[src/sv/lbcs_fifo.sv]
// Two-entry queue that decouples the classifier from the bucket sequencer.
`default_nettype none

module lbcs_fifo #(
  parameter int unsigned WIDTH = 15
) (
  input  wire logic             clk_i,
  input  wire logic             rst_ni,
  input  wire logic             push_valid_i,
  output logic                  push_ready_o,
  input  wire logic [WIDTH-1:0] push_data_i,
  output logic                  pop_valid_o,
  input  wire logic             pop_ready_i,
  output logic [WIDTH-1:0]      pop_data_o
);

  logic [WIDTH-1:0] ent_q [2];
  logic             wr_ptr_q, wr_ptr_d;
  logic             rd_ptr_q, rd_ptr_d;
  logic [1:0]       cnt_q, cnt_d;
  logic             push, pop;

  assign push_ready_o = (cnt_q != 2'd2);
  assign pop_valid_o  = (cnt_q != 2'd0);
  assign pop_data_o   = ent_q[rd_ptr_q];
  assign push         = push_valid_i && push_ready_o;
  assign pop          = pop_valid_o && pop_ready_i;

  // Pointer and fill count update.
  always_comb begin
    wr_ptr_d = push ? ~wr_ptr_q : wr_ptr_q;
    rd_ptr_d = pop ? ~rd_ptr_q : rd_ptr_q;
    cnt_d    = cnt_q;
    if (push && !pop) begin
      cnt_d = cnt_q + 2'd1;
    end else if (pop && !push) begin
      cnt_d = cnt_q - 2'd1;
    end
  end

  always_ff @(posedge clk_i or negedge rst_ni) begin
    if (!rst_ni) begin
      wr_ptr_q <= 1'b0;
      rd_ptr_q <= 1'b0;
      cnt_q    <= 2'd0;
    end else begin
      wr_ptr_q <= wr_ptr_d;
      rd_ptr_q <= rd_ptr_d;
      cnt_q    <= cnt_d;
    end
  end

  // Entry storage needs no reset.
  always_ff @(posedge clk_i) begin
    if (push) begin
      ent_q[wr_ptr_q] <= push_data_i;
    end
  end

endmodule

`default_nettype wire

[config.mk]
export PLATFORM = sky130hd
export DESIGN_NAME = lbcs_fifo
export DESIGN_NICKNAME = d
export VERILOG_FILES = /design/src/sv/lbcs_fifo.sv
export SDC_FILE = /design/constraint.sdc
export NUM_CORES = 1
export LEC_CHECK = 0
export ABC_AREA = 1
export CORE_UTILIZATION = 60
export CTS_CLUSTER_SIZE = 30
export DETAILED_ROUTE_END_ITERATION = 10
export DONT_BUFFER_PORTS = 1
export GPL_TIMING_DRIVEN = 0
export MAX_ROUTING_LAYER = met4
export PLACE_DENSITY = 0.77
export SYNTH_ARGS = -nofsm -noshare
export SYNTH_HDL_FRONTEND = slang
export SYNTH_SLANG_ARGS = --single-unit
[constraint.sdc]
create_clock -name clk_i -period 2.1 [get_ports clk_i]
set_input_delay 0.21 -clock clk_i [delete_from_list [all_inputs] [get_ports clk_i]]
set_output_delay 0.21 -clock clk_i [all_outputs]
set_load 0.03 [all_outputs]
==> results of run 1 <==
==> timing repair <==
| item | CTS | global route |
|---|---|---|
| endpoints found under the setup margin | 0 | 30 |
| buffers inserted | 0 | 0 |
| endpoints found under the hold margin | 34 | 0 |
| hold buffers | 16 | 0 |
| gates resized for setup | 0 | 2 |
==> area by class of cell <==
cell class	count	share of cell area
buffer	3	0.0210
clock buffer	7	0.0280
inverter	7	0.0210
multi-input combinational	63	0.187
sequential	34	0.623
tap	27	0.0210
timing repair buffer	16	0.0996
==> placed cells by master (no fill, tap or decap) <==
| cell | count |
|---|---|
| buf_6 | 3 |
| clkbuf_1 | 2 |
| clkbuf_4 | 5 |
| dfrtp_1 | 4 |
| dlygate4sd3_1 | 16 |
| edfxtp_1 | 30 |
| ha_1 | 1 |
| inv_1 | 4 |
| inv_2 | 2 |
| inv_8 | 1 |
| nand2_1 | 48 |
| nand2_2 | 5 |
| nand2_4 | 2 |
| nand3_1 | 2 |
| nand4_1 | 1 |
| nor2_2 | 2 |
| xnor2_1 | 1 |
| xor2_2 | 1 |
==> report_power, final <==
part           internal [mW]  switching (mW)
sequential             0.935          0.0656
clock                  0.126           0.183
combinational          0.235           0.781
==> per-stage QoR <==
stage	hold slack, ns	instances
after floorplan	-0.0856	107
after global placement	-0.0855	134
after detailed placement	-0.0855	134
after CTS	0.0290	157
after global routing	0.0321	157
final	0.0420	157
==> synthesized netlist by cell type, drive strengths merged <==
| library cell | n | area [µm²] |
|---|---|---|
| buf | 3 | 33.8 |
| dfrtp | 4 | 100 |
| edfxtp | 30 | 901 |
| ha | 1 | 12.5 |
| inv | 7 | 33.8 |
| nand2 | 55 | 234 |
| nand3 | 2 | 10.0 |
| nand4 | 1 | 6.26 |
| nor2 | 2 | 7.51 |
| xnor2 | 1 | 8.76 |
| xor2 | 1 | 16.3 |
==> how the worst min path moves through the flow <==
stage	startpoint	to	slack, ns	cells after the start
after detailed placement	rst_ni	rd_ptr_q$_DFFE_PN0P_	-0.09	0
after global routing	pop_ready_i	rd_ptr_q$_DFFE_PN0P_	0.03	2
after CTS	pop_ready_i	rd_ptr_q$_DFFE_PN0P_	0.03	2
after floorplan	rst_ni	cnt_q[0]$_DFFE_PN0P_	-0.09	0
after global placement	rst_ni	rd_ptr_q$_DFFE_PN0P_	-0.09	0
final	pop_ready_i	rd_ptr_q$_DFFE_PN0P_	0.04	2
==> logic make-up (layout without fill, tap and decap cells) <==
family,Yosys count,in the layout,share of synthesized area
simple gates,60,60,0.189
flops,34,34,0.734
buf+inv,10,33,0.0495
xor+xnor,2,2,0.0184
fa+ha+maj,1,1,0.00917
==> registers in the layout (all words and copies together) (netlist names) <==
signal and count:
cnt_q 2, ent_q 30, rd_ptr_q 1, wr_ptr_q 1
==> per-layer routing <==
layer  share of wire  routed length (µm)
met3           0.049                 111
met4           0.018                  40
met2            0.53                1210
met5               0                   0
met1            0.40                 903
==> flow_summary_export.csv, run 1 <==
group,metric,value,unit
sta,period_needed,1.69,ns
die,start_util,0.668,
layout,fin_nets,150,
layout,antenna_cells,0,
sta,fin_tns_setup,0,ns
clocking,cts_tree,"built",
grt,grt_pass1_vias,842,
die,rows,16,
layout,layout-drive-gt1-share,0.162,
logic_synthesis,syn_nets,127,
clocking,clock_latency,0.32,ns
critical_path,path_cells,"inv_2 > nand2_4 > nand2_4 > nor2_2",
critical_path,reg2regPathDepth,4,
logic_synthesis,yosysUniqueCellTypes,15,
logic_synthesis,yosysSeqAreaShare,0.734,
grt,grt_usage,0.221,
sta,hold_viol,0,
critical_path,critPathKind,"reg2reg",
sta,finalCritPeriodShare,0.805,
sta,fin_worst_skew,0.00663,ns
die,dieHeight,49.7,µm
layout,multi_input_area,300,µm²
layout,design_area,1610,µm²
critical_path,cp_max_fo,15,
critical_path,startpoint,"cnt_q[0]$_DFFE_PN0P_",
logic_synthesis,avgSynthCellArea,12.7,µm²
grt,grt_max_degree,16,
clocking,ctsLongestPathBuffers,2,
hold_path,hp-class,"in2reg",
grt,antenna_found_initial,0,
drt,drt-total-wl,2260,µm
sta,report.final.slew_viol_count,0,
critical_path,worst-path-stages,4,
critical_path,cp_num_buf_inv,1,
critical_path,cp-end-kind,"register",
die,die_area,2470,µm²
grt,grt.overflow.total,0,
die,die_width,49.7,µm
critical_path,cpMostUsedCell,"nand2_4",
logic_synthesis,yosys_warnings,0,
critical_path,cp_top_family,"simple AND/OR/NAND/NOR gates",
critical_path,r2r_setup_slack,0.41,ns
grt,grtUsageMet2,0.367,
critical_path,cp_slowest_cell,"nor2_2",
critical_path,max_stage_delay,0.61,ns
placed_design,hpwl,1360,µm
grt,grtUsageMet1,0.241,
sta,tightest_slew,0.791,ns
critical_path,start_kind,"register",
layout,ff_latch_area,1000,µm²
drt,drt-wirelength-per-cell,14.4,µm
logic_synthesis,synth_area,1360,µm²
clocking,cts_max_level,2,
grt,use_met3,0.0617,
outcome,status,"finished, final reports clean",
drt,drt_iter0_markers,16,
placed_design,pre_cts_slack,0.0559,ns
critical_path,reg2reg_from,"cnt_q[0]$_DFFE_PN0P_",
sta,worst_slack,0.410,ns
critical_path,rr_endpoint,"ent_q[0][1]$_DFFE_PP_",
drt,num_vias,816,
grt,grt_pass1_wl,3680,µm
clocking,numCtsBuffers,5,
logic_synthesis,syn_inst,107,
power,powerDensity,1450,nW/µm²
grt,grt.busiest_layer,"met2",
drt,first_pass_iters,2,
die,num_io_pins,36,
clocking,path_clk_slew,0.09,ns
layout,fillers,132,
sta,setup_violations,0,
sta,rsz0062_at_grt,"no",
critical_path,critPathRequiredTime,2.05,ns
layout,syn_to_final_growth,17.9,%
clocking,cts_root_buffer,"clkbuf_4",
drt,drtAntennaViolNets,0,
power,power,2.33,mW
critical_path,cp.arrival,1.64,ns
logic_synthesis,ys_ff_latch,34,
power,peakVddDrop,929,µV
flow_run,maxCapViolations,0,
drt,vias_per_cell,5.20,
drt,drc,0,
layout,fin_util,0.787,
placed_design,place_area,1400,µm²
placed_design,gp_congestion,0.729,
clocking,cts.sinks,34,
critical_path,setup.worst_path.end,"ent_q[0][1]$_DFFE_PP_",
sta,relSlewSlack,0.472,
die,core,2040,µm²
placed_design,io_buffers,0,
power,leakage,0.665,nW
sta,fmax,592,MHz
Note: power is estimated with default switching activity, not from simulation.
==> inputs of run 2 (changes only) <==
==> constraint.sdc (replaced) <==
create_clock -name clk_i -period 1.7 [get_ports clk_i]
set_input_delay 0.17 -clock clk_i [delete_from_list [all_inputs] [get_ports clk_i]]
set_output_delay 0.17 -clock clk_i [all_outputs]
set_load 0.03 [all_outputs]
==> run 2 against run 1 <==
Compared with the run above:
- worst setup slack worse by 0.25 ns
- non-clock buffer count up 1
- via count increased by 0.61%
- global-route usage rose by 0.33 points
- highest routed layer unchanged
==> flow_summary_export.csv, run 2 (synthesis results as in run 1) <==
group,metric,value,unit
outcome,status,"finished, final reports clean",
power,peakVddDrop,1110,µV
critical_path,r2r_setup_slack,0.20,ns
sta,fin_tns_setup,0,ns
clocking,path_clk_slew,0.09,ns
sta,hold_viol,0,
grt,grt.overflow.total,0,
sta,finalCritPeriodShare,0.906,
hold_path,hold_start,"pop_ready_i",
layout,final_cell_mix,"48 x nand2_1, 30 x edfxtp_1, 17 x dlygate4sd3_1, 5 x nand2_2, 5 x clkbuf_4",
drt,drt-total-wl,2250,µm
hold_path,worstHoldPathCells,3,
power,clock_power_share,0.131,
drt,first_pass_iters,4,
clocking,ctsLongestPathBuffers,2,
clocking,cts_max_level,2,
grt,antenna_found_initial,0,
sta,relSlewSlack,0.702,
layout,fin_cells,158,
placed_design,hpwl,1360,µm
sta,fin_worst_skew,0.00539,ns
grt,grt_pass1_wl,3750,µm
critical_path,cp-end-kind,"output pin",
critical_path,start_kind,"register",
clocking,cts.sinks,34,
layout,layout-drive-gt1-share,0.160,
critical_path,critPathRequiredTime,1.53,ns
die,die_area,2470,µm²
layout,fin_nets,151,
layout,top_regs,"ent_q: 30 flops, cnt_q: 2 flops",
sta,report.final.slew_viol_count,0,
drt,drtAntennaViolNets,0,
critical_path,rr_endpoint,"cnt_q[1]$_DFFE_PN0P_",
critical_path,cp.arrival,1.37,ns
layout,largest_register_ffs,30,
hold_path,hp-class,"in2reg",
clocking,clock_latency,0.31,ns
die,num_io_pins,36,
layout,syn_to_final_growth,19.4,%
layout,layout.cells.most_common,"nand2_1",
die,core,2040,µm²
sta,fmax,649,MHz
drt,drt-wirelength-per-cell,14.3,µm
drt,vias_per_cell,5.20,
clocking,numCtsBuffers,5,
placed_design,gp_congestion,0.729,
drt,num_vias,821,
clocking,post_cts_buffers,0,
placed_design,io_buffers,0,
sta,holdWs,0.0206,ns
power,powerDensity,1770,nW/µm²
power,leakage,0.670,nW
drt,drc,0,
flow_run,maxCapViolations,0,
clocking,cts_root_buffer,"clkbuf_4",
die,rows,16,
grt,grt_pass1_vias,857,
sta,rsz0062_at_grt,"no",
layout,antenna_cells,0,
die,dieHeight,49.7,µm
critical_path,cp_max_fo,10,
hold_path,hold_path_end,"rd_ptr_q$_DFFE_PN0P_",
layout,regMostFlops,"ent_q",
power,combPwrFrac,0.440,
sta,period_needed,1.54,ns
power,intPower,1.61,mW
power,p_switching,1.28,mW
critical_path,reg2reg_from,"cnt_q[0]$_DFFE_PN0P_",
clocking,cts_tree,"built",
power,power,2.89,mW
critical_path,critPathKind,"reg2out",
sta,tightest_slew,0.447,ns
die,die_width,49.7,µm
layout,fin_util,0.797,
power,swShare,0.444,
drt,drt_iter0_markers,14,
power,seqPwrFrac,0.429,
grt,grt_usage,0.225,
sta,setup_violations,0,
critical_path,reg2regPathDepth,9,
placed_design,placed_cells,134,
grt,grt_max_degree,16,
die,start_util,0.668,
-- run 2: cell types whose count changed in the layout (fill, tap and decap cells not counted) --
cell	change
nor2_4	+2
nor2_2	-2
dlygate4sd3_1	+1
-- run 2: worst max-delay path: stages (launching register included) --
cell and delay, ns:
dfrtp_1 0.38, buf_6 0.15, inv_8 0.07, buf_6 0.14
nand2_1 0.06, nand2_1 0.26
-- run 2: worst max path at each step --
stage / end / startpoint / slack [ns]
after floorplan: ent_q[0][0]$_DFFE_PP_ / cnt_q[0]$_DFFE_PN0P_ / 0.01
after global placement: ent_q[0][0]$_DFFE_PP_ / cnt_q[0]$_DFFE_PN0P_ / -0.33
after detailed placement: ent_q[0][8]$_DFFE_PP_ / cnt_q[0]$_DFFE_PN0P_ / -0.34
after CTS: ent_q[0][13]$_DFFE_PP_ / cnt_q[0]$_DFFE_PN0P_ / 0.009
after global routing: pop_data_o[6] / rd_ptr_q$_DFFE_PN0P_ / 0.06
final: pop_data_o[6] / rd_ptr_q$_DFFE_PN0P_ / 0.16
-- run 2: per-stage QoR --
step / setup WS, ns / area [µm²]
after floorplan: 0.0145 / 1360
after global placement: -0.326 / 1400
after detailed placement: -0.344 / 1400
after CTS: 0.00884 / 1620
after global routing: 0.0602 / 1630
final: 0.160 / 1630
-- run 2: power groups by stage --
stage	Clock, mW	Sequential, mW	Combinational, mW
4_1_cts	0.393	1.23	1.26
6_report	0.380	1.24	1.27
3_5_place_dp	0	1.26	1.22
3_3_place_gp	0	1.24	1.18
5_1_grt	0.424	1.26	1.38
2_1_floorplan	0	1.24	1.06
-- run 2: timing repair --
action	in CTS	in global routing
pin swaps	0	0
setup endpoints to repair	30	30
hold endpoints to repair	35	0
hold buffers	17	0
gates resized for setup	2	2
-- run 2: layout make-up --
type | instances | area, µm²
Buffer | 3 | 33.8
Clock buffer | 7 | 45.0
Fill cell | 133 | 414
Inverter | 7 | 33.8
Multi-Input combinational cell | 63 | 310
Sequential cell | 34 | 1000
Tap cell | 27 | 33.8
Timing Repair Buffer | 17 | 170
-- run 2: metal layers --
layer / vias up / GRT usage / wire [µm]
met5: - / - / 0
met4: 0 / 0.114 / 40
met3: 4 / 0.0617 / 128
met2: 28 / 0.367 / 1180
met1: 390 / 0.252 / 900
li1: 399 / - / -
