==> src/sv/lbcs_pkg.sv <==
// Shared types and constants for the length bucket counting sort core.
`default_nettype none

package lbcs_pkg;

  // Field widths of the request and result channels.
  localparam int unsigned FUNC_W   = 2;
  localparam int unsigned LEN_W    = 31;
  localparam int unsigned POS_W    = 16;
  localparam int unsigned BUCKET_W = 13;

  // Number of fraction bits kept after the leading one of a long length.
  localparam int unsigned FRAC_BITS = 5;

  // Function codes on the request channel.
  localparam logic [FUNC_W-1:0] FUNC_CLEAR = 2'd0;
  localparam logic [FUNC_W-1:0] FUNC_COUNT = 2'd1;
  localparam logic [FUNC_W-1:0] FUNC_PLACE = 2'd2;

  // Operations that travel from the front end to the back end.
  typedef enum logic [1:0] {
    OP_CLEAR = 2'd0,
    OP_COUNT = 2'd1,
    OP_PLACE = 2'd2
  } op_e;

  // Back end sequencer states.
  typedef enum logic [2:0] {
    ST_CLEAR,
    ST_IDLE,
    ST_COUNT,
    ST_PREFIX,
    ST_PLACE
  } back_state_e;

endpackage

`default_nettype wire

==> src/sv/lbcs_front.sv <==
// Request front end: accepts requests and maps each length to its bucket.
`default_nettype none

module lbcs_front #(
  parameter int unsigned EXACT_BUCKETS = 4096,
  parameter int unsigned LOG_BUCKETS   = 608
) (
  input  wire logic                       clk_i,
  input  wire logic                       rst_ni,
  input  wire logic                       enable_i,
  input  wire logic                       in_valid_i,
  output logic                            in_ready_o,
  input  wire logic [lbcs_pkg::FUNC_W-1:0] func_i,
  input  wire logic [lbcs_pkg::LEN_W-1:0]  length_i,
  output logic                            push_valid_o,
  input  wire logic                       push_ready_i,
  output logic [$clog2(EXACT_BUCKETS+LOG_BUCKETS)+1:0] push_data_o
);

  localparam int unsigned Total  = EXACT_BUCKETS + LOG_BUCKETS;
  localparam int unsigned BktW   = $clog2(Total);
  localparam int unsigned CalcW  = $clog2(EXACT_BUCKETS + 1024);
  localparam int unsigned Base   = $clog2(EXACT_BUCKETS + 1) - 1;
  localparam int unsigned LenW   = lbcs_pkg::LEN_W;
  localparam int unsigned FracW  = lbcs_pkg::FRAC_BITS;

  // Classification stage registers.
  logic                    a_valid_q, a_valid_d;
  lbcs_pkg::op_e           a_op_q, a_op_d;
  logic [LenW-1:0]         a_len_q;
  logic                    a_exact_q;
  logic [3:0]              a_any_q;
  logic [2:0]              a_pos_q [4];

  logic                    keep;
  logic                    accept;
  logic                    a_ready;
  logic [LenW:0]           len_pad;
  logic [3:0]              any_d;
  logic [2:0]              pos_d [4];

  logic [1:0]              grp;
  logic [4:0]              lead;
  logic [4:0]              shamt;
  logic [LenW-1:0]         shifted;
  logic [FracW-1:0]        frac;
  logic [4:0]              rel;
  logic [CalcW-1:0]        idx_calc;
  logic [CalcW-1:0]        idx_sat;
  logic [BktW-1:0]         idx;

  assign a_ready    = !a_valid_q || push_ready_i;
  assign in_ready_o = a_ready && enable_i;
  assign accept     = in_valid_i && in_ready_o;

  // Decode the function code; the unused code is dropped on acceptance.
  always_comb begin
    keep   = 1'b1;
    a_op_d = lbcs_pkg::OP_CLEAR;
    unique case (func_i)
      lbcs_pkg::FUNC_CLEAR: a_op_d = lbcs_pkg::OP_CLEAR;
      lbcs_pkg::FUNC_COUNT: a_op_d = lbcs_pkg::OP_COUNT;
      lbcs_pkg::FUNC_PLACE: a_op_d = lbcs_pkg::OP_PLACE;
      default:              keep   = 1'b0;
    endcase
  end

  // Leading-one search within each byte of the length.
  assign len_pad = {1'b0, length_i};
  always_comb begin
    for (int g = 0; g < 4; g++) begin
      any_d[g] = 1'b0;
      pos_d[g] = 3'd0;
      for (int b = 0; b < 8; b++) begin
        if (len_pad[8*g+b]) begin
          any_d[g] = 1'b1;
          pos_d[g] = 3'(b);
        end
      end
    end
  end

  always_comb begin
    a_valid_d = a_valid_q;
    if (accept) begin
      a_valid_d = keep;
    end else if (push_ready_i) begin
      a_valid_d = 1'b0;
    end
  end

  always_ff @(posedge clk_i or negedge rst_ni) begin
    if (!rst_ni) begin
      a_valid_q <= 1'b0;
    end else begin
      a_valid_q <= a_valid_d;
    end
  end

  always_ff @(posedge clk_i) begin
    if (accept) begin
      a_op_q    <= a_op_d;
      a_len_q   <= length_i;
      a_exact_q <= (length_i < LenW'(EXACT_BUCKETS));
      a_any_q   <= any_d;
      for (int g = 0; g < 4; g++) begin
        a_pos_q[g] <= pos_d[g];
      end
    end
  end

  // Pick the highest byte holding a one to form the leading-one position.
  always_comb begin
    grp = 2'd0;
    for (int g = 0; g < 4; g++) begin
      if (a_any_q[g]) begin
        grp = 2'(g);
      end
    end
    lead = {grp, a_pos_q[grp]};
  end

  // Log bucket: octave above the exact range, then the bits after the lead.
  always_comb begin
    shamt    = lead - 5'(FracW);
    shifted  = a_len_q >> shamt;
    frac     = shifted[FracW-1:0];
    rel      = lead - 5'(Base);
    idx_calc = CalcW'(EXACT_BUCKETS) + CalcW'({rel, {FracW{1'b0}}}) + CalcW'(frac);
    idx_sat  = (idx_calc > CalcW'(Total - 1)) ? CalcW'(Total - 1) : idx_calc;
    idx      = a_exact_q ? a_len_q[BktW-1:0] : idx_sat[BktW-1:0];
  end

  assign push_valid_o = a_valid_q;
  assign push_data_o  = {a_op_q, idx};

endmodule

`default_nettype wire

==> config.mk <==
export PLATFORM = sky130hd
export DESIGN_NAME = lbcs_front
export DESIGN_NICKNAME = d
export VERILOG_FILES = /design/src/sv/lbcs_pkg.sv /design/src/sv/lbcs_front.sv
export SDC_FILE = /design/constraint.sdc
export NUM_CORES = 1
export LEC_CHECK = 0
export BUFFER_PORTS_ARGS = -buffer_cell sky130_fd_sc_hd__buf_2
export CORE_MARGIN = 10
export CORE_UTILIZATION = 55
export DETAILED_ROUTE_END_ITERATION = 16
export PLACE_DENSITY = 0.74
export SYNTH_ARGS = -nofsm -noshare
export SYNTH_HDL_FRONTEND = slang
export SYNTH_SLANG_ARGS = --single-unit
==> constraint.sdc <==
create_clock -name clk_i -period 4.7 [get_ports clk_i]
set_clock_uncertainty 0.05 [all_clocks]
set_input_delay 0.47 -clock clk_i [delete_from_list [all_inputs] [get_ports clk_i]]
set_output_delay 0.47 -clock clk_i [all_outputs]
set_load 0.05 [all_outputs]
==> summary.md, run 1 <==
| Metric | Value |
|---|---|
| Worst VDD drop | `271 uV` |
| Vias in the first global route | `3742` |
| Num CTS Buffers | `5` |
| Reg2Reg Depth | `2` |
| YS warnings | `0` |
| Status | `finished clean` |
| Slew @ Worst Pin | `1090 ps` |
| Clk Latency, worst-skew pair | `300 ps` |
| Fin crit share | `0.989` |
| TritonRoute pass-1 iters | `6` |
| Post-Route WL | `12.3 mm` |
| FMAX | `215 MHz` |
| CTS max path bufs | `2` |
| Io pins | `55` |
| Worst r2r src | `push_valid_o` |
| Final nets | `538` |
| Die height | `108 um` |
| Post-synth EDFFs | `49` |
| Worst Hold Slack | `291 ps` |
| Largest net degree at the start of global routing | `51` |
| Core area | `7650 sq um` |
| Power Density | `235 nW/um^2` |
| Slew headroom | `0.276` |
| Drt drc | `0` |
| Cell count after synthesis | `434` |
| Hold Crit Endpoint | `a_len_q[0]` |
| CTS HTree Levels | `2` |
| Finished Cell Area | `4970 sq um` |
| Worst r2r dst | `a_len_q[2]` |
| Routed Antenna Nets | `0` |
| Initial antenna violation count | `0` |
| Cell Area, Synth | `4290 sq um` |
| Final Max Tran Viols | `0` |
| Root Driver | `clkbuf_8` |
| Ys async rst share | `0.0200` |
| Die area | `11700 sq um` |
| Iter 0 DRT Violations | `364` |
| CP Class | `flop to primary output` |
| Via density per instance | `6.43` |
| CTS tree | `yes` |
| Endpoints failing setup | `0` |
| WL per Instance | `20.6 um` |
| Starting density of the core | `0.560` |
| Share of the yosys chip area belonging to registers | `0.349` |
| HP Start | `length_i[0]` |
| Synthesized area per cell | `9.87 sq um` |
| Hold WC Path Type | `input port to flop` |
| Row cnt | `32` |
| Startpoint Class | `flop` |
| Min-Delay Path Depth | `1` |
| Die Wd | `108 um` |
| Syn Nets | `477` |
| Worst R2R Setup Slack | `2840 ps` |
| Setup TNS | `0 ps` |
| Top_reg_cell synth | `edfxtp_1` |
| Post-DP HPWL | `9.25 mm` |
| Area after DPL | `4720 sq um` |
| # diodes | `0` |
| Power Total | `1170 uW` |
| Final hold vios | `0` |
| Port Buf Inserts | `54` |
| Via count | `3843` |
| Synthesized flop and latch total | `50` |
| Gpl congestion | `0.938` |
| Clock Sinks | `50` |
| RSZ-0062 raised after global routing | `true` |
| Place WS | `202 ps` |
| CP Capture Type | `primary output` |
| Leak | `0.00204 uW` |
| Synthesis-to-finish area growth | `16.1%` |
| WP data arrival | `4130 ps` |
| Proportion of layout cells with a drive suffix above 1 | `0.302` |
| GRT Residual Overflow | `0` |
| Distinct cells, synth | `72` |
| GR Util All Layers | `0.207` |
| First-pass GRT wire length | `19.5 mm` |
| Clk pin slew, worst setup/hold paths | `90 ps` |
| Max-cap viol count | `0` |
| Critical Path RT | `4180 ps` |
| Final Worst Setup Slack | `54.0 ps` |
| Final critical-path required period | `4650 ps` |
| CP max FO | `9` |
[where the power goes]
part | switching [uW] | internal (uW) | total (uW)
logic | 219 | 152 | 372
registers | 24.4 | 514 | 538
clock network | 150 | 108 | 258
total | 393 | 774 | 1170
[cells in the mapped netlist, types with 4 or more instances]
cell type | n | area share
o221ai_1 | 20 | 0.041
a211oi_1 | 4 | 0.0070
clkbuf_1 | 13 | 0.011
o21bai_1 | 4 | 0.0070
o22ai_1 | 5 | 0.0073
o31ai_1 | 5 | 0.0088
nor3b_1 | 4 | 0.0070
mux4_2 | 4 | 0.021
mux2_2 | 20 | 0.053
edfxtp_1 | 49 | 0.34
o211ai_1 | 9 | 0.016
a31oi_1 | 4 | 0.0058
mux2i_1 | 57 | 0.13
o21ai_0 | 10 | 0.012
buf_2 | 10 | 0.012
nand2_1 | 44 | 0.039
and2_1 | 4 | 0.0058
nor2_1 | 38 | 0.033
nor2b_1 | 8 | 0.012
nor3_1 | 7 | 0.0082
inv_1 | 14 | 0.012
and3_1 | 7 | 0.010
a21oi_1 | 14 | 0.016
ha_1 | 5 | 0.015
nand3_1 | 5 | 0.0058
[layout make-up]
type	count	area, sq um
Tap cell	102	128
Fill cell	636	2670
Multi-Input combinational cell	338	2640
Timing Repair Buffer	85	562
Inverter	15	56.3
Clock buffer	5	68.8
Clock inverter	3	22.5
Sequential cell	50	1500
[worst max-delay path, stage by stage (launching register included)]
cell and delay (ps):
edfxtp_1 480, mux2i_1 170, a211oi_2 230, a21o_1 150
inv_2 50, ha_4 170, and3b_1 160, a311o_2 400
or2_4 280, buf_4 180, and3_1 160, o221ai_1 190
a21o_1 220, o211ai_4 130, o41ai_4 430, o221ai_1 190
buf_4 220
[cells by family after synthesis]
family	synth area share
AO/OA/AOI/OAI	0.215
flip-flops	0.349
AND/OR/NAND/NOR	0.152
multiplexers	0.213
XOR/XNOR	0.00584
buffers and inverters	0.0511
adder cells (fa/ha/maj)	0.0146
[sequential cells by signal, indices dropped and copies added (netlist names)]
name          flops
push_valid_o      1
a_exact_q         1
a_any_q           3
a_pos_q          12
a_len_q          31
a_op_q            2
[worst max-delay path by stage]
stage | startpoint | to | slack (ps) | depth (start not counted)
final | a_any_q[1] | push_data_o[4] | 50 | 16
after global placement | a_any_q[1] | push_data_o[8] | 240 | 15
after global routing | a_any_q[3] | push_data_o[1] | -210 | 12
after CTS | a_any_q[1] | push_data_o[7] | 2 | 16
after detailed placement | a_any_q[1] | push_data_o[4] | 200 | 15
after floorplan | a_any_q[3] | push_data_o[7] | -50 | 17
[per-layer routing]
metal	vias to the layer above	GRT usage	routed length, um
met3	25	0.0405	952
met2	175	0.334	5930
met5	-	0	0
met4	0	0.0734	325
li1	1811	-	-
met1	1832	0.270	5110
[cell usage in the layout (no fill, tap or decap), drive strengths merged, types with 4 or more instances in the layout]
cell type,Yosys,layout
o221ai,20,20
a211oi,5,5
and3,7,7
nor2,40,40
buf,18,83
nor3b,4,4
nand3,5,5
nand2,44,44
inv,15,17
nor3,7,7
and2,4,4
edfxtp,49,49
a21oi,14,14
clkbuf,13,6
mux2i,59,59
o21bai,4,4
o31ai,5,5
a31oi,4,4
o22ai,5,5
o211ai,10,10
mux4,4,4
o21ai,12,12
ha,5,5
mux2,20,20
nor2b,8,8
[timing repair]
item / CTS / global route
endpoints found under the hold margin: 1 / 0
gates resized for setup: 5 / 19
hold buffers: 1 / 0
pin swaps: 3 / 8
gates cloned: 0 / 1
setup endpoints to repair: 8 / 8
buffers inserted: 3 / 3
[per-stage QoR]
step	utilization	instances
floorplan	-	434
global route	0.650	598
global placement	0.618	582
CTS	0.635	594
finish	0.650	598
detailed placement	0.618	582
Power figures use the tool's default switching activity.
==> run 2, diff against run 1 <==
--- a/config.mk
+++ b/config.mk
@@ -6,8 +6,10 @@
 export NUM_CORES = 1
 export LEC_CHECK = 0
 export BUFFER_PORTS_ARGS = -buffer_cell sky130_fd_sc_hd__buf_2
+export CORE_ASPECT_RATIO = 1.75
 export CORE_MARGIN = 10
 export CORE_UTILIZATION = 55
+export CTS_CLUSTER_SIZE = 40
 export DETAILED_ROUTE_END_ITERATION = 16
 export PLACE_DENSITY = 0.74
 export SYNTH_ARGS = -nofsm -noshare
==> run 2 against run 1 <==
Against the previous run:
- global-route usage up 1.3 points
- clock power grew 46%
- largest power group unchanged
- sequential cell count is the same
- sequential power barely moved
- routed wire length is 6.1% higher
- setup slack lost 81 ps
- critical endpoint unchanged
- via count is 3.6% higher
- cell area rose by 2.3%
- non-clock buffer count is 7 higher
- the flow now finishes with violations (negative setup slack)
- count of clock-buffer cells in the layout is 2 higher
- first-iteration DRC count fell by 3.8%
==> summary.md, run 2 (same netlist as run 1, synthesis figures left out) <==
| Metric | Value |
|---|---|
| Status | `finished, violations left` |
| Violated checks | `negative setup slack` |
| Clk pin slew, worst setup/hold paths | `60 ps (-30 ps)` |
| CTS tree | `yes` |
| Seq pwr share | `0.412 (-0.049)` |
| Most frequent cells in the layout | `57 x mux2i_1, 49 x edfxtp_1, 46 x buf_2, 44 x nand2_1, 40 x buf_4` |
| Post-DP HPWL | `10.0 mm (+8.5%)` |
| Die height | `137 um (+26%)` |
| Area after DPL | `4720 sq um (about the same)` |
| Largest regs | `a_len_q x31, a_pos_q x12, a_any_q x3` |
| Worst VDD drop | `349 uV (+28%)` |
| Startpoint Class | `flop` |
| Proportion of layout cells with a drive suffix above 1 | `0.316 (+0.0137)` |
| Power Total | `1300 uW (+12%)` |
| Place WS | `164 ps (-38.2 ps)` |
| Slew headroom | `0.298 (+0.0216)` |
| Core area | `7570 sq um (-1.0%)` |
| Max reg flops | `31 (unchanged)` |
| Min-Delay Path Depth | `1 (unchanged)` |
| Synthesis-to-finish area growth | `18.7%` |
| Worst r2r dst | `a_pos_q[3][1]` |
| Drt drc | `0 (unchanged)` |
| Switching Fraction | `0.309 (-0.0275)` |
| Routed Antenna Nets | `0 (unchanged)` |
| Hold WC Path Type | `input port to flop` |
| # fillers | `611 (-3.9%)` |
| Fin crit share | `1.01 (+0.0172)` |
| Die Wd | `86.7 um (-20%)` |
| Vias in the first global route | `3979 (+6.3%)` |
| Row cnt | `42 (+31%)` |
| Final Worst Setup Slack | `-26.7 ps (-80.7 ps)` |
| NetSw | `404 uW (+2.6%)` |
| Num CTS Buffers | `5 (unchanged)` |
| CP max FO | `8 (-1)` |
| Worst r2r src | `push_valid_o` |
| Gpl congestion | `0.938 (about the same)` |
| Reg2Reg Depth | `2 (unchanged)` |
| Finished Core Util | `0.672 (+0.0221)` |
| Finished Cell Area | `5090 sq um (+2.3%)` |
| Io pins | `55 (unchanged)` |
| RSZ-0062 raised after global routing | `true` |
| CP Class | `flop to primary output` |
| Critical Path RT | `4180 ps (about the same)` |
| Multi-input gate area | `2670 sq um (+1.0%)` |
| Clock Sinks | `50 (unchanged)` |
| Final nets | `545 (+1.3%)` |
| Leading cell type in the layout, fill and taps excluded | `mux2i_1` |
| Largest net degree at the start of global routing | `51 (unchanged)` |
| Endpoints failing setup | `3 (+3)` |
| Post-Route WL | `13.1 mm (+6.1%)` |
| Initial antenna violation count | `0 (unchanged)` |
| WP data arrival | `4210 ps (+80 ps)` |
| Clk Latency, worst-skew pair | `290 ps (about the same)` |
| CP Capture Type | `primary output` |
| # diodes | `0 (unchanged)` |
| CTS max path bufs | `2 (unchanged)` |
| GR Util All Layers | `0.220 (+0.0134)` |
| Power Density | `256 nW/um^2 (+9.1%)` |
| Final critical-path required period | `4730 ps (+80.7 ps)` |
| Clk pwr share | `0.289 (+0.068)` |
| Root Driver | `clkbuf_16` |
| Starting density of the core | `0.566 (+0.00593)` |
| FMAX | `212 MHz (-1.7%)` |
| Most flops, register | `a_len_q` |
| Die area | `11900 sq um (+1.2%)` |
| Via density per instance | `6.74 (+4.8%)` |
| Register area | `1500 sq um (unchanged)` |
| Final Max Tran Viols | `0 (unchanged)` |
| GRT Residual Overflow | `0 (unchanged)` |
| CTS HTree Levels | `2 (unchanged)` |
| TritonRoute pass-1 iters | `7 (+1)` |
| Via count | `3981 (+3.6%)` |
| WL per Instance | `22.1 um (+7.3%)` |
| Slew @ Worst Pin | `1050 ps (-32.5 ps)` |
| P_int | `901 uW (+16%)` |
| Final hold vios | `0 (unchanged)` |
| Hold Crit Endpoint | `a_len_q[0]` |
| Leak | `0.00211 uW (+3.5%)` |
| Worst R2R Setup Slack | `2840 ps (about the same)` |
| Iter 0 DRT Violations | `350 (-3.8%)` |
| Max-cap viol count | `0 (unchanged)` |
| Port Buf Inserts | `54 (unchanged)` |
| HP Start | `length_i[0]` |
| First-pass GRT wire length | `20.7 mm (+6.1%)` |
| Comb power frac | `0.298 (-0.020)` |
[run 2: area by class of cell]
class / count / share of cell area
Tap cell: 88 / 0.0216
Multi-Input combinational cell: 338 / 0.524
Inverter: 15 / 0.0111
Clock buffer: 7 / 0.0300
Sequential cell: 50 / 0.294
Timing Repair Buffer: 92 / 0.117
Clock inverter: 1 / 0.00172
[run 2: worst max path at each step]
stage,from,to
floorplan,a_any_q[3],push_data_o[7]
global placement,a_any_q[2],push_data_o[7]
detailed placement,a_any_q[1],push_data_o[7]
CTS,a_any_q[1],push_data_o[7]
global route,a_any_q[1],push_data_o[1]
finish,a_any_q[1],push_data_o[4]
[run 2: timing repair]
action | 4_1_cts | 5_1_grt
hold buffers | 1 | 0
gates resized for setup | 7 | 23
setup endpoints to repair | 8 | 8
pin swaps | 4 | 21
endpoints found under the hold margin | 1 | 0
buffers inserted | 6 | 7
[run 2: routing by layer]
metal	vias to the layer above	track usage	wire (um)
met5	-	0	0
met4	0	0.125	688
met3	53	0.0435	749
met2	201	0.388	6830
met1	1902	0.236	4800
li1	1825	-	-
[run 2: metrics by stage]
stage                     instances  hold WS [ps]  setup TNS [ps]
after floorplan                 434           124            -151
final                           591           299           -63.7
after global placement          570           195               0
after CTS                       585           297               0
after detailed placement        570           196               0
after global routing            591           302            -668
[run 2: power by group through the flow]
stage          Combinational, uW  Clock (uW)  Sequential (uW)
6_report                     389         377              538
3_3_place_gp                 344           0              545
5_1_grt                      415         406              540
3_5_place_dp                 349           0              547
4_1_cts                      363         381              537
2_1_floorplan                252           0              543
[run 2: worst max-delay path, stage by stage, from the launching register on]
cell	delay [ps]
edfxtp_1	440
mux2i_1	170
a211oi_2	260
a21o_1	150
inv_2	50
ha_4	160
and3b_1	150
a311o_2	420
or2_4	320
buf_8	150
buf_6	120
mux2i_1	130
o221ai_1	230
a21o_1	210
o211ai_4	120
o31a_1	400
o221ai_1	180
buf_4	230
==> run 3, diff against run 2 <==
==> constraint.sdc (replaced) <==
create_clock -name clk_i -period 4.5 [get_ports clk_i]
set_clock_uncertainty 0.05 [all_clocks]
set_input_delay 0.45 -clock clk_i [delete_from_list [all_inputs] [get_ports clk_i]]
set_output_delay 0.45 -clock clk_i [all_outputs]
set_load 0.02 [all_outputs]
==> run 3 against run 2 <==
Against the previous run:
- the run still ends with negative setup slack left
- non-clock buffer count rose by 7
- global-route usage rose by 0.083 points
- first-iteration DRC count rose by 3.4%
- via count fell by 0.80%
- clock power barely moved
- largest cell class unchanged
- highest routed layer unchanged
==> summary.md, run 3 (same netlist as run 1, synthesis figures left out) <==
| Metric | Value |
|---|---|
| RSZ-0062 raised after global routing | `true` |
| Die height | `137 um (unchanged)` |
| WP data arrival | `4160 ps (-50 ps)` |
| Via density per instance | `6.60 (-2.0%)` |
| Iter 0 DRT Violations | `362 (+3.4%)` |
| Slew @ Worst Pin | `1070 ps (+13.9 ps)` |
| Final Max Tran Viols | `0 (unchanged)` |
| Clock Sinks | `50 (unchanged)` |
| CTS HTree Levels | `2 (unchanged)` |
| Proportion of layout cells with a drive suffix above 1 | `0.324 (+0.00743)` |
| Die Wd | `86.7 um (unchanged)` |
| Port Buf Inserts | `54 (unchanged)` |
| Violated checks | `negative setup slack` |
| CP bufs+invs | `3 (-1)` |
| Max-cap viol count | `0 (unchanged)` |
| Num CTS Buffers | `5 (unchanged)` |
| Reg2Reg Depth | `2 (unchanged)` |
| Seq pwr share | `0.430 (+0.018)` |
| Io pins | `55 (unchanged)` |
| Setup TNS | `-790 ps (-727 ps)` |
| CP Class | `flop to primary output` |
| Critical-path cell list | `mux2i_2 -> a211oi_2 -> a21o_1 -> inv_2 -> ha_4 -> and3b_1 -> a311o_1 -> buf_6 -> nor2_4 -> mux2i_1 -> mux2_4 -> a32o_2 -> or3_4 -> o31a_1 -> o211ai_1 -> buf_4` |
| Max reg flops | `31 (unchanged)` |
| FMAX | `215 MHz` |
| Initial antenna violation count | `0 (unchanged)` |
| Power Density | `257 nW/um^2 (+0.10%)` |
| Clk Latency, worst-skew pair | `290 ps (about the same)` |
| Largest net degree at the start of global routing | `51 (unchanged)` |
| Status | `finished, violations left` |
| Drt drc | `0 (unchanged)` |
| Critical Path RT | `4000 ps (-180 ps)` |
| Slew headroom | `0.288 (-0.00929)` |
| Via count | `3949 (-0.80%)` |
| GR Util All Layers | `0.221 (+0.000829)` |
| Row cnt | `42 (unchanged)` |
| Clk pin slew, worst setup/hold paths | `70 ps (about the same)` |
| Root Driver | `clkbuf_16` |
| Comb power frac | `0.284 (-0.014)` |
| Leading cell type in the layout, fill and taps excluded | `mux2i_1` |
| First-pass GRT wire length | `20.8 mm (+0.17%)` |
| Leak | `0.00213 uW (+1.1%)` |
| GRT Residual Overflow | `0 (unchanged)` |
| Core area | `7570 sq um (unchanged)` |
| Place WS | `50.6 ps (-114 ps)` |
| Final nets | `552 (+1.3%)` |
| NetSw | `388 uW (-3.8%)` |
| CP max FO | `5 (-3)` |
| CP max-delay cell | `edfxtp_1` |
| Final critical-path required period | `4660 ps` |
| TritonRoute pass-1 iters | `7 (unchanged)` |
| Final hold vios | `0 (unchanged)` |
| P_int | `922 uW (+2.4%)` |
| Top cell family by delay on the critical path | `compound AO/OA/AOI/OAI gates` |
| Starting density of the core | `0.566 (unchanged)` |
| Min-Delay Path Depth | `1 (unchanged)` |
| Clk pwr share | `0.287 (-0.002)` |
| Hold WC Path Type | `input port to flop` |
| Worst VDD drop | `323 uV (-7.3%)` |
| CP Capture Type | `primary output` |
| Die area | `11900 sq um (unchanged)` |
| CTS tree | `yes` |
| Startpoint Class | `flop` |
| Routed Antenna Nets | `0 (unchanged)` |
| Critical Path Max Stage Delay | `470 ps (+30 ps)` |
| Switching Fraction | `0.296 (-0.0132)` |
| Final Worst Setup Slack | `-157 ps (-130 ps)` |
| Most flops, register | `a_len_q` |
| WL per Instance | `22.1 um (-0.12%)` |
| Gpl congestion | `0.935 (-0.32%)` |
| Post-DP HPWL | `9.87 mm (-1.6%)` |
| # diodes | `0 (unchanged)` |
| Post-Route WL | `13.2 mm (+1.1%)` |
| Endpoints failing setup | `8 (+5)` |
| Fin crit share | `1.03` |
| Synthesis-to-finish area growth | `19.2%` |
| CTS max path bufs | `2 (unchanged)` |
| Vias in the first global route | `3974 (-0.13%)` |
| CP Depth | `16 (-1)` |
| Largest regs | `a_len_q x31, a_pos_q x12, a_any_q x3` |
| Most frequent cells in the layout | `55 x mux2i_1, 49 x edfxtp_1, 49 x buf_4, 46 x buf_2, 44 x nand2_1` |
| Finished Core Util | `0.675 (+0.00265)` |
run 3: cell count changes in the layout (fill, tap and decap cells not counted), moves of 2 or more:
cell     before  now
buf_4        40   49
a311o_1       1    3
a311o_2       2    0
mux2i_1      57   55
mux2i_2       2    4
run 3: path summary, 6_finish.rpt:
check / start / endpoint / slack, ps
worst max-delay path: a_any_q[1] / push_data_o[3] / -160
min in group asynchronous: rst_ni / push_valid_o / 400
max in group asynchronous: rst_ni / push_valid_o / 3910
worst min-delay path: length_i[0] / a_len_q[0] / 290
worst min register to register: push_valid_o / push_valid_o / 500
worst max register to register: push_valid_o / a_pos_q[2][1] / 2630
run 3: what timing repair did:
item / CTS / global route
setup buffers: 11 / 2
hold endpoints to repair: 1 / 0
gates cloned: 0 / 0
hold buffers: 1 / 0
gates resized for setup: 22 / 5
setup endpoints to repair: 8 / 8
pin swaps: 14 / 5
run 3: final cells by class:
cell class	count	area (sq um)
tap	88	110
clock buffer	6	139
multi-input combinational	338	2650
clock inverter	2	12.5
inverter	15	56.3
timing repair buffer	99	642
sequential	50	1500
fill	631	2460
run 3: power by group through the flow:
stage	clock (uW)	sequential, uW	combinational (uW)
finish	376	563	372
global route	402	565	400
CTS	382	562	364
detailed placement	0	572	337
global placement	0	570	332
floorplan	0	563	237
run 3: per-stage QoR:
stage | total power (uW) | hold WS (ps) | cell area, sq um | instances
detailed placement | 908 | 177 | 4740 | 576
global placement | 902 | 176 | 4740 | 576
floorplan | 800 | 104 | 4290 | 434
global route | 1370 | 282 | 5110 | 598
finish | 1310 | 290 | 5110 | 598
CTS | 1310 | 288 | 5080 | 596
run 3: per-layer routing:
layer / global-route usage / up-vias / share of wire
met1: 0.245 / 1917 / 0.37
met4: 0.102 / 0 / 0.040
li1: - / 1837 / -
met5: 0 / - / 0
met2: 0.405 / 159 / 0.55
met3: 0.0232 / 36 / 0.040
